<file path="src/sv/coap_message_parser_assert.svh">
// Assertion macros for the CoAP message parser top level.
`ifndef COAP_MESSAGE_PARSER_ASSERT_SVH
`define COAP_MESSAGE_PARSER_ASSERT_SVH

// Same-cycle implication, sampled on clk and masked while rst_n is low.
`define COAP_MP_ASSERT_NOW(label, ante, cons, msg) \
    label: assert property (@(posedge clk) disable iff (!rst_n) (ante) |-> (cons)) \
        else $error(msg);

// Next-cycle implication, sampled on clk and masked while rst_n is low.
`define COAP_MP_ASSERT_NEXT(label, ante, cons, msg) \
    label: assert property (@(posedge clk) disable iff (!rst_n) (ante) |=> (cons)) \
        else $error(msg);

`endif

</file>
<file path="src/sv/coap_mp_pkg.sv">
// Types, codes and helper functions for the CoAP message parser.
package coap_mp_pkg;

    typedef enum logic [2:0] {
        PH_HEADER  = 3'd0,
        PH_TOKEN   = 3'd1,
        PH_OPT_HDR = 3'd2,
        PH_OPT_EXT = 3'd3,
        PH_OPT_VAL = 3'd4,
        PH_PAYLOAD = 3'd5,
        PH_DISCARD = 3'd6
    } phase_t;

    localparam logic [2:0] CLS_HEADER  = 3'd0;
    localparam logic [2:0] CLS_TOKEN   = 3'd1;
    localparam logic [2:0] CLS_OPT_HDR = 3'd2;
    localparam logic [2:0] CLS_OPT_EXT = 3'd3;
    localparam logic [2:0] CLS_OPT_VAL = 3'd4;
    localparam logic [2:0] CLS_MARKER  = 3'd5;
    localparam logic [2:0] CLS_PAYLOAD = 3'd6;
    localparam logic [2:0] CLS_DISCARD = 3'd7;

    localparam logic [2:0] STATUS_OK          = 3'd0;
    localparam logic [2:0] STATUS_TOO_SHORT   = 3'd1;
    localparam logic [2:0] STATUS_BAD_VERSION = 3'd2;
    localparam logic [2:0] STATUS_BAD_TOKEN   = 3'd3;
    localparam logic [2:0] STATUS_BAD_OPTION  = 3'd4;
    localparam logic [2:0] STATUS_TOO_LONG    = 3'd5;

    localparam logic [15:0] MAX_BYTES_RESET = 16'd512;
    localparam logic [15:0] COUNT_MAX       = 16'hFFFF;
    localparam logic [15:0] MIN_MSG_BYTES   = 16'd4;
    localparam logic [7:0]  PAYLOAD_MARKER  = 8'hFF;
    localparam logic [1:0]  COAP_VERSION    = 2'b01;
    localparam logic [3:0]  MAX_TOKEN_LEN   = 4'd8;
    localparam logic [3:0]  NIB_EXT1        = 4'd13;
    localparam logic [3:0]  NIB_EXT2        = 4'd14;
    localparam logic [3:0]  NIB_RESERVED    = 4'hF;
    localparam logic [16:0] EXT1_OFFSET     = 17'd13;
    localparam logic [16:0] EXT2_OFFSET     = 17'd269;

    // Per-datagram parsing context.
    typedef struct packed {
        logic [15:0] byte_count;
        phase_t      phase;
        logic [16:0] remaining_count;
        logic [1:0]  ext_bytes_left;
        logic [1:0]  len_ext_left;
        logic [3:0]  delta_nib;
        logic [3:0]  len_nib;
        logic [16:0] pending_delta;
        logic [15:0] current_option;
        logic [16:0] current_length;
        logic [31:0] header_fields;
        logic [2:0]  error_status;
    } state_t;

    // One tagged byte with the message fields seen so far.
    typedef struct packed {
        logic [7:0]  byte_value;
        logic [2:0]  byte_class;
        logic [1:0]  version;
        logic [1:0]  msg_type;
        logic [3:0]  token_length;
        logic [7:0]  code;
        logic [15:0] message_id;
        logic [15:0] option_number;
        logic [15:0] option_length;
        logic [2:0]  status;
        logic        end_of_message;
    } result_t;

    // Number of extension bytes that follow a delta or length nibble.
    function automatic logic [1:0] ext_count(input logic [3:0] nib);
        logic [1:0] cnt;
        if (nib == NIB_EXT1) begin
            cnt = 2'd1;
        end else if (nib == NIB_EXT2) begin
            cnt = 2'd2;
        end else begin
            cnt = 2'd0;
        end
        return cnt;
    endfunction

    // Value added once the extension bytes of a nibble are in.
    function automatic logic [16:0] ext_offset(input logic [3:0] nib);
        return (nib == NIB_EXT1) ? EXT1_OFFSET : EXT2_OFFSET;
    endfunction

endpackage

</file>
<file path="src/sv/coap_message_parser.sv">
// Top level of the CoAP message parser: handshakes, registers and context.
//
// The parser takes a CoAP datagram as a stream of items, one byte per item,
// on the input channel (in_valid/in_ready, data_byte, last). For every byte
// it returns one item on the output channel (out_valid/out_ready) holding the
// byte, its role in the message, the header fields seen so far, the running
// option number and option length, and a status. The item for the byte
// marked last carries end_of_message and the final status; the parsing
// context then returns to its reset value for the next datagram.
//
// A byte accepted on the input channel is captured in the input register,
// and its result is loaded into the output register once that register is
// free or being emptied. Throughput is one item per cycle while the receiver
// keeps taking items; the per-byte context update is a single pass of logic
// between the two registers. When the receiver stalls, the result holds in
// the output register and the byte behind it waits in the input register;
// in_ready drops only when both are full. Reset clears both stages, the context
// and sets max_message_bytes to 512. The cfg channel is always ready; the user
// must write it only while the parser is idle; the block does not enforce it.
module coap_message_parser (
    input  logic        clk,
    input  logic        rst_n,
    input  logic        in_valid,
    output logic        in_ready,
    input  logic [7:0]  data_byte,
    input  logic        last,
    output logic        out_valid,
    input  logic        out_ready,
    output logic [7:0]  byte_value,
    output logic [2:0]  byte_class,
    output logic [1:0]  version,
    output logic [1:0]  msg_type,
    output logic [3:0]  token_length,
    output logic [7:0]  code,
    output logic [15:0] message_id,
    output logic [15:0] option_number,
    output logic [15:0] option_length,
    output logic [2:0]  status,
    output logic        end_of_message,
    input  logic        cfg_valid,
    output logic        cfg_ready,
    input  logic [15:0] cfg_data
);
    import coap_mp_pkg::*;

    `include "coap_message_parser_assert.svh"

    logic        in_valid_reg;
    logic [7:0]  in_byte_reg;
    logic        in_last_reg;
    logic        out_valid_reg;
    result_t     result_reg;
    result_t     result_next;
    state_t      state_reg;
    state_t      state_next;
    logic [15:0] max_bytes_reg;
    logic        advance;
    logic        in_take;

    // The held byte moves on when the output register is free or being emptied.
    assign advance   = in_valid_reg && (!out_valid_reg || out_ready);
    assign in_ready  = !in_valid_reg || advance;
    assign in_take   = in_valid && in_ready;
    assign cfg_ready = 1'b1;

    coap_mp_step u_step (
        .state_cur         (state_reg),
        .data_byte         (in_byte_reg),
        .last              (in_last_reg),
        .max_message_bytes (max_bytes_reg),
        .state_nxt         (state_next),
        .result            (result_next)
    );

    // Control state: stage valid flags, parsing context and the length limit.
    // The all-zero context is the header phase with nothing seen yet.
    always_ff @(posedge clk or negedge rst_n)
    begin
        if (!rst_n) begin
            in_valid_reg    <= 1'b0;
            out_valid_reg   <= 1'b0;
            state_reg       <= '0;
            max_bytes_reg   <= MAX_BYTES_RESET;
        end else begin
            if (in_take) begin
                in_valid_reg <= 1'b1;
            end else if (advance) begin
                in_valid_reg <= 1'b0;
            end
            if (advance) begin
                out_valid_reg <= 1'b1;
                state_reg     <= state_next;
            end else if (out_ready) begin
                out_valid_reg <= 1'b0;
            end
            if (cfg_valid && cfg_ready) begin
                max_bytes_reg <= cfg_data;
            end
        end
    end

    // Payload registers.
    always_ff @(posedge clk)
    begin
        if (in_take) begin
            in_byte_reg <= data_byte;
            in_last_reg <= last;
        end
        if (advance) begin
            result_reg <= result_next;
        end
    end

    assign out_valid      = out_valid_reg;
    assign byte_value     = result_reg.byte_value;
    assign byte_class     = result_reg.byte_class;
    assign version        = result_reg.version;
    assign msg_type       = result_reg.msg_type;
    assign token_length   = result_reg.token_length;
    assign code           = result_reg.code;
    assign message_id     = result_reg.message_id;
    assign option_number  = result_reg.option_number;
    assign option_length  = result_reg.option_length;
    assign status         = result_reg.status;
    assign end_of_message = result_reg.end_of_message;

    `COAP_MP_ASSERT_NEXT(a_result_loaded, advance, out_valid_reg,
        "processed item did not reach the output register")
    `COAP_MP_ASSERT_NEXT(a_held_byte_kept, in_valid_reg && !advance, in_valid_reg,
        "stalled input byte was dropped")
    `COAP_MP_ASSERT_NEXT(a_clear_after_last, advance && in_last_reg,
        state_reg.byte_count == 16'd0 && state_reg.error_status == STATUS_OK,
        "context not cleared after the last byte")
    `COAP_MP_ASSERT_NOW(a_discard_has_error, state_reg.phase == PH_DISCARD,
        state_reg.error_status != STATUS_OK,
        "discard phase without a latched error")
    `COAP_MP_ASSERT_NOW(a_discard_reports_error,
        out_valid_reg && result_reg.byte_class == CLS_DISCARD,
        result_reg.status != STATUS_OK,
        "discarded byte reported with ok status")

endmodule

</file>
<file path="src/sv/coap_mp_step.sv">
// Next-context and result logic for one datagram byte.
module coap_mp_step (
    input  coap_mp_pkg::state_t  state_cur,
    input  logic [7:0]           data_byte,
    input  logic                 last,
    input  logic [15:0]          max_message_bytes,
    output coap_mp_pkg::state_t  state_nxt,
    output coap_mp_pkg::result_t result
);
    import coap_mp_pkg::*;

    state_t      nxt;
    logic [2:0]  cls;
    logic        fail_en;
    logic [2:0]  fail_code;
    logic        do_finish;
    logic [16:0] rem_dec;
    logic [17:0] opt_sum;
    logic [1:0]  ext_dec;
    logic [2:0]  status_val;
    logic        incomplete;

    always_comb
    begin
        nxt       = state_cur;
        cls       = CLS_DISCARD;
        fail_en   = 1'b0;
        fail_code = STATUS_OK;
        do_finish = 1'b0;
        rem_dec   = (state_cur.remaining_count != '0) ?
                    state_cur.remaining_count - 17'd1 : state_cur.remaining_count;
        ext_dec   = 2'd0;
        opt_sum   = '0;

        if (state_cur.phase != PH_DISCARD && state_cur.byte_count >= max_message_bytes) begin
            fail_en   = 1'b1;
            fail_code = STATUS_TOO_LONG;
        end else begin
            unique case (state_cur.phase)
                PH_HEADER:
                begin
                    cls = CLS_HEADER;
                    if (state_cur.byte_count == 16'd0) begin
                        nxt.header_fields = {data_byte, 24'd0};
                        if (data_byte[7:6] != COAP_VERSION) begin
                            fail_en   = 1'b1;
                            fail_code = STATUS_BAD_VERSION;
                        end else if (data_byte[3:0] > MAX_TOKEN_LEN) begin
                            fail_en   = 1'b1;
                            fail_code = STATUS_BAD_TOKEN;
                        end
                    end else if (state_cur.byte_count == 16'd1) begin
                        nxt.header_fields[23:16] = data_byte;
                    end else if (state_cur.byte_count == 16'd2) begin
                        nxt.header_fields[15:8] = data_byte;
                    end else begin
                        nxt.header_fields[7:0] = data_byte;
                        if (state_cur.header_fields[27:24] != 4'd0) begin
                            nxt.phase           = PH_TOKEN;
                            nxt.remaining_count = {13'd0, state_cur.header_fields[27:24]};
                        end else begin
                            nxt.phase = PH_OPT_HDR;
                        end
                    end
                end
                PH_TOKEN:
                begin
                    cls                 = CLS_TOKEN;
                    nxt.remaining_count = rem_dec;
                    if (rem_dec == '0) begin
                        nxt.phase = PH_OPT_HDR;
                    end
                end
                PH_OPT_HDR:
                begin
                    if (data_byte == PAYLOAD_MARKER) begin
                        cls                 = CLS_MARKER;
                        nxt.phase           = PH_PAYLOAD;
                        nxt.remaining_count = '0;
                    end else begin
                        cls           = CLS_OPT_HDR;
                        nxt.delta_nib = data_byte[7:4];
                        nxt.len_nib   = data_byte[3:0];
                        if (data_byte[7:4] == NIB_RESERVED || data_byte[3:0] == NIB_RESERVED) begin
                            fail_en   = 1'b1;
                            fail_code = STATUS_BAD_OPTION;
                        end else begin
                            nxt.ext_bytes_left = ext_count(data_byte[7:4]);
                            nxt.len_ext_left   = ext_count(data_byte[3:0]);
                            nxt.pending_delta  = (data_byte[7:4] < NIB_EXT1) ?
                                                 {13'd0, data_byte[7:4]} : 17'd0;
                            nxt.current_length = (data_byte[3:0] < NIB_EXT1) ?
                                                 {13'd0, data_byte[3:0]} : 17'd0;
                            if (nxt.ext_bytes_left != 2'd0 || nxt.len_ext_left != 2'd0) begin
                                nxt.phase = PH_OPT_EXT;
                            end else begin
                                do_finish = 1'b1;
                            end
                        end
                    end
                end
                PH_OPT_EXT:
                begin
                    cls = CLS_OPT_EXT;
                    // Delta extension bytes come first, then length extension bytes.
                    if (state_cur.ext_bytes_left != 2'd0) begin
                        ext_dec            = state_cur.ext_bytes_left - 2'd1;
                        nxt.ext_bytes_left = ext_dec;
                        if (ext_dec == 2'd0) begin
                            nxt.pending_delta = {1'b0, state_cur.pending_delta[7:0], data_byte}
                                                + ext_offset(state_cur.delta_nib);
                        end else begin
                            nxt.pending_delta = {1'b0, state_cur.pending_delta[7:0], data_byte};
                        end
                    end else if (state_cur.len_ext_left != 2'd0) begin
                        ext_dec          = state_cur.len_ext_left - 2'd1;
                        nxt.len_ext_left = ext_dec;
                        if (ext_dec == 2'd0) begin
                            nxt.current_length = {1'b0, state_cur.current_length[7:0], data_byte}
                                                 + ext_offset(state_cur.len_nib);
                        end else begin
                            nxt.current_length = {1'b0, state_cur.current_length[7:0], data_byte};
                        end
                    end
                    if (nxt.ext_bytes_left == 2'd0 && nxt.len_ext_left == 2'd0) begin
                        do_finish = 1'b1;
                    end
                end
                PH_OPT_VAL:
                begin
                    cls                 = CLS_OPT_VAL;
                    nxt.remaining_count = rem_dec;
                    if (rem_dec == '0) begin
                        nxt.phase = PH_OPT_HDR;
                    end
                end
                PH_PAYLOAD:
                begin
                    cls                 = CLS_PAYLOAD;
                    nxt.remaining_count = 17'd1;
                end
                default:
                begin
                    cls = CLS_DISCARD;
                end
            endcase
        end

        // Option complete: add the delta to the running number, then go to
        // the value bytes or straight to the next option header.
        if (do_finish) begin
            opt_sum            = {2'b00, state_cur.current_option} + {1'b0, nxt.pending_delta};
            nxt.current_option = (opt_sum > {2'b00, COUNT_MAX}) ? COUNT_MAX : opt_sum[15:0];
            if (nxt.current_length == '0) begin
                nxt.phase = PH_OPT_HDR;
            end else begin
                nxt.phase           = PH_OPT_VAL;
                nxt.remaining_count = nxt.current_length;
            end
        end

        // The first error sticks; every later byte is discarded.
        if (fail_en) begin
            if (state_cur.error_status == STATUS_OK) begin
                nxt.error_status = fail_code;
            end
            nxt.phase = PH_DISCARD;
        end

        if (state_cur.byte_count != COUNT_MAX) begin
            nxt.byte_count = state_cur.byte_count + 16'd1;
        end

        incomplete = (nxt.phase == PH_TOKEN) || (nxt.phase == PH_OPT_EXT) ||
                     (nxt.phase == PH_OPT_VAL) ||
                     (nxt.phase == PH_PAYLOAD && nxt.remaining_count == '0);
        status_val = nxt.error_status;
        if (last) begin
            if (nxt.byte_count < MIN_MSG_BYTES) begin
                status_val = STATUS_TOO_SHORT;
            end else if (status_val == STATUS_OK && incomplete) begin
                status_val = STATUS_BAD_OPTION;
            end
        end

        result.byte_value     = data_byte;
        result.byte_class     = cls;
        result.version        = nxt.header_fields[31:30];
        result.msg_type       = nxt.header_fields[29:28];
        result.token_length   = nxt.header_fields[27:24];
        result.code           = nxt.header_fields[23:16];
        result.message_id     = nxt.header_fields[15:0];
        result.option_number  = nxt.current_option;
        result.option_length  = nxt.current_length[16] ? COUNT_MAX : nxt.current_length[15:0];
        result.status         = status_val;
        result.end_of_message = last;

        state_nxt = nxt;
        if (last) begin
            state_nxt       = '0;
            state_nxt.phase = PH_HEADER;
        end
    end

endmodule

</file>
<file path="config.mk">
export PLATFORM = sky130hd
export DESIGN_NAME = coap_message_parser
export DESIGN_NICKNAME = d
export VERILOG_FILES = /design/src/sv/coap_mp_pkg.sv /design/src/sv/coap_message_parser.sv /design/src/sv/coap_mp_step.sv
export VERILOG_INCLUDE_DIRS = /design/src /design/src/sv
export SDC_FILE = /design/constraint.sdc
export NUM_CORES = 1
export LEC_CHECK = 0
export ABC_CLOCK_PERIOD_IN_PS = 5500
export BUFFER_PORTS_ARGS = -buffer_cell sky130_fd_sc_hd__buf_4
export CAP_MARGIN = 5
export CORE_MARGIN = 4
export CORE_UTILIZATION = 50
export CTS_CLUSTER_DIAMETER = 150
export DETAILED_ROUTE_END_ITERATION = 12
export GPL_ROUTABILITY_DRIVEN = 0
export PLACE_DENSITY = 0.71
export REMOVE_ABC_BUFFERS = 1
export SLEW_MARGIN = 15
export SYNTH_ARGS = -nofsm -noshare
export SYNTH_HDL_FRONTEND = slang
export SYNTH_SLANG_ARGS = --single-unit
</file>
<file path="constraint.sdc">
create_clock -name clk -period 5.5 [get_ports clk]
set_input_delay 0.825 -clock clk [delete_from_list [all_inputs] [get_ports clk]]
set_output_delay 0.825 -clock clk [all_outputs]
set_load 0.03 [all_outputs]
</file>
# Yosys cells after proc, flatten, opt, wreduce, memory -nomap -nowiden
# Cells that the tools add are included.
# word_totals
latch_bits	0
reg_bits	239
wordCells	205
out_inout_bits	82
mem_bits_rw	0
romBits	0
memories	0
# op_classes
muxes	98
n_eq_ne	27
bitwise	0
mul	0
n_reduce_logical	39
div_mod_pow	0
addsub	7
order_cmp	6
n_shift	0
# op_table
operator	count
$mux 17	12
$mux 133	1
$mux 49	2
$mux 20	4
$pmux 17 s2	2
$pmux 17 s4	1
$mux 16	4
$logic_not 17->1	3
$mux 3	17
$mux 2	21
$mux 8	5
$add 16x17->17	2
$eq 4x4->1 const B	8
$mux 32	1
$mux 29	1
$mux 24	1
$add 16x17->18	1
$gt 18x16->1 const B	1
$mux 9	2
$pmux 3 s6	1
$reduce_bool 17->1	1
$sub 17x1->17 const B	1
$add 16x1->16 const B	1
$eq 16x1->1 const B	1
other kinds (32)	83

# Logic depth before layout (Yosys ltp)
# depth
word_depth	25
ltp_mapped	25

# Cells and area by module
# A second synthesis with hierarchy kept.
# hier_totals
cells_unflattened	1558
hier_area_um2	15240.9
# by_module_without_submodules
mod	area_per_inst_um2	cells_each	n_inst
coap_message_parser	8531.9	413	1
coap_mp_step	6708.9	1145	1

# Worst setup path before layout
# OpenSTA, ideal clock, no wires.
# synth_path
path_kind	flip-flop to flip-flop
startpoint	reg in_byte_reg[3]
endpoint	reg result_reg (netlist bit option_number[15]) (data pin)
required_time_ns	5.238
setup_ns	0.262
path_slack_ns	0.009
arrival_ns	5.229
path_stages_with_launch	25
cell_sequence	edfxtp_1 clkbuf_1 clkbuf_1 and3_1 inv_1 ha_1 nor2b_1 o21ai_1 nor3_1 a21oi_1 clkbuf_1 a22o_1 ha_1 a21o_1 a21oi_1 nor3_1 o31a_1 o21ai_0 a21oi_1 a221o_1 nor4_1 nand4_1 o311ai_1 buf_2 a21oi_1
# synth_lines
element	line_no	rtl
from (decl)	coap_message_parser.sv:49	logic [7:0] in_byte_reg;
from (signal assigned)	coap_message_parser.sv:106	in_byte_reg <= data_byte;
to (signal assigned)	coap_message_parser.sv:110	result_reg <= result_next;
to (decl)	coap_message_parser.sv:52	result_t result_reg;

==> flow_summary.ini <==
[status]
outcome = finished, final reports clean

[detailed_routing]
route.detailed.drc = 0
drt_iter0_markers = 1725
wl_per_cell_um = 20.1
avgViaCountPerCell = 6.26
antenna_left = 0
wl_mm = 41.5
dr.pass1.iters = 5
vias = 12956

[power_and_ir_drop]
powerDensity_nw_per_um2 = 467
power_leakage_nw = 7.14
irDropWorstVdd_v = 0.000330

[place]
io_buffers = 110
place_inst = 2009
pre_cts_slack_ps = 31.8
dp_hpwl_mm = 28.2

[global_routing]
grt_usage_pct = 25.8
antenna_found_initial = 1
grt_pass1_wl_mm = 66.0
grt_pass1_vias = 12196
grt.met2_usage_pct = 41.4
use_met1_pct = 36.8
grt_util_met3_pct = 3.68
overflow = 0
grt_max_degree = 61
busiest_layer = met2

[floorplan]
initial_utilization_pct = 50.9
coreArea_um2 = 27900
die_h_um = 176
rows = 61
ios = 112
die_width_um = 176
design.die.area_um2 = 31100

[worst_setup_path]
crit_required_ps = 5800
startpoint_type = flop
path_class = flop to flop
arrival_ps = 5600
cp_max_fo = 8
ff2ff_path_depth = 23
crit_path_end_kind = flop

[sta]
finalHoldViolCount = 0
fin_crit_ps = 5290
setup_ws_ps = 207
clock.fmax_mhz = 189
finClkSkew_ps = 11.7
finalSetupViolCount = 0
fin_crit_sh_pct = 96.2
grt_setup_unrepaired = no
finalMaxSlewViolations = 0
timing.slew.headroom_pct = 26.9
tightestPinTransition_ps = 1090

[clocking]
insertion_delay_ps = 560
numCtsBuffers = 27
clk_pin_slew_ps = 60
cts_max_level = 1
cts_root_buf = clkbuf_16
cts_tree = done
cts_max_path_buffers = 3
cts_sinks = 239

[synth]
yosysTopAreaCellShare_pct = 26.5
yosysWarnings = 0
synth.most_common_cell = nand2_1
yosys_register_bits = 239
synth-edff-count = 88
syn-cell-area_um2 = 14200
synth_commonest_cells = nand2_1, nor2_1, dfrtp_1
syn_inst = 1577
syn_area_per_cell_um2 = 9.00
netlist_top_cells_area = dfrtp_1, edfxtp_1, nand2_1
yosys.cell_types.count = 99
yosys_most_used_dff = dfrtp_1
yosys.area.top_type = dfrtp_1
yosysSeqAreaShare_pct = 45.3
async_flop_share_pct = 63.2

[finish]
fin_cells = 2071
syn2layout_area_growth_pct = 16.8
antenna_cells = 0
drive_gt1_share_pct = 15.9
largest_register_ffs = 133
nNetsFinal = 1749
final_core_util_pct = 59.5

[worst_hold_path]
worstHoldPathType = input port to asynchronous set/reset pin

[job]
maxCapViolations = 0
-- per-stage QoR --
| step | cell area (um2) | setup TNS, ps | hold WS (ps) | power [W] |
|---|---|---|---|---|
| after detailed placement | 15500 | 0 | 459 | 0.00569 |
| after floorplan | 13700 | -195020 | 430 | 0.00469 |
| final | 16600 | 0 | 207 | 0.00774 |
| after CTS | 16400 | 0 | 238 | 0.00760 |
| after global placement | 15500 | 0 | 445 | 0.00563 |
| after global routing | 16600 | 0 | 252 | 0.00815 |
-- power breakdown --
group	switching (W)	total (W)	internal, W
Sequential	0.000311	0.00252	0.00221
Combinational	0.00211	0.00333	0.00122
Clock	0.000775	0.00189	0.00111
-- cell families (layout without fill, tap and decap cells) --
kind of cell	count (synthesis)	after routing	share of synthesized area, %
AOI/OAI and AO/OA	523	523	23.7
xor gates and xnor gates	33	33	2.04
adders and majority gates	47	47	4.20
buffers and inverters	162	278	4.60
DFF	239	239	45.3
muxes	25	25	1.79
other	1	1	0.0264
and+or+nand+nor	547	547	18.4
-- what timing repair did --
action | in CTS | in global routing
endpoints found under the setup margin | 1 | 28
resized for setup | 1 | 12
pin swaps | 1 | 11
hold buffers | 0 | 0
cloned | 0 | 2
setup buffers | 0 | 9
-- worst max-delay path, stage by stage (launching register included) --
cell and delay [ps]:
dfstp_2 510, inv_1 50, ha_1 290, a21oi_1 150, nor2_1 60, a2111o_1 430, buf_4 190, nor3_2 120
a21oi_2 120, a22o_1 270, ha_1 220, fa_1 410, a21o_1 210, a21oi_2 160, o21ai_1 100, nand2_1 80
a211oi_1 90, a311oi_1 280, nor2b_1 80, or2_2 300, a2111o_1 410, o311ai_4 180, clkbuf_16 270, a21oi_1 60
-- worst paths after layout --
path,start,end,slack (ps)
worst max register to register,max_bytes_reg[9],option_number[5],210
worst max-delay path,max_bytes_reg[9],option_number[5],210
max in group asynchronous,rst_n,state_reg[99],4040
min in group clk,last,in_last_reg,440
worst min-delay path,rst_n,state_reg[61],210
worst min register to register,state_reg[90],state_reg[90],480
-- routing by layer --
| layer | routed length [um] | part of all wire, % |
|---|---|---|
| met3 | 3640 | 8.8 |
| met4 | 1070 | 2.6 |
| met2 | 19100 | 46 |
| met1 | 17700 | 43 |
| met5 | 13 | 0.031 |
-- layout by cell type, fill, tap and decap left out, types with 13 or more instances in the layout --
master     netlist  final
nand3_1         30     30
nand4_1         13     13
a22oi_1         16     16
nand2b_1        16     16
xor2_1          13     13
nand2_1        188    187
and3_1          15     15
ha_1            46     46
o22ai_1         21     21
inv_1           54     54
o31ai_1         13     13
a211oi_1        13     13
buf_4            4    169
clkbuf_16        0     30
mux2i_1         22     22
dfrtp_1        150    150
o21ai_0        132    128
or3_1           15     15
nor3_1          36     35
nor2_1         153    152
nor4_1          17     17
a22o_1          59     58
xnor2_1         20     20
a21oi_1        120    117
edfxtp_1        88     88
o21ai_1         20     24
a31oi_1         41     41
-- cell type report --
type	count	area, um2
clock buffer	31	742
clock inverter	19	193
fill	2357	11300
inverter	55	209
multi-input combinational	1176	7190
sequential	239	6420
tap	378	473
timing repair buffer	173	1350
Power figures use the tool's default switching activity.
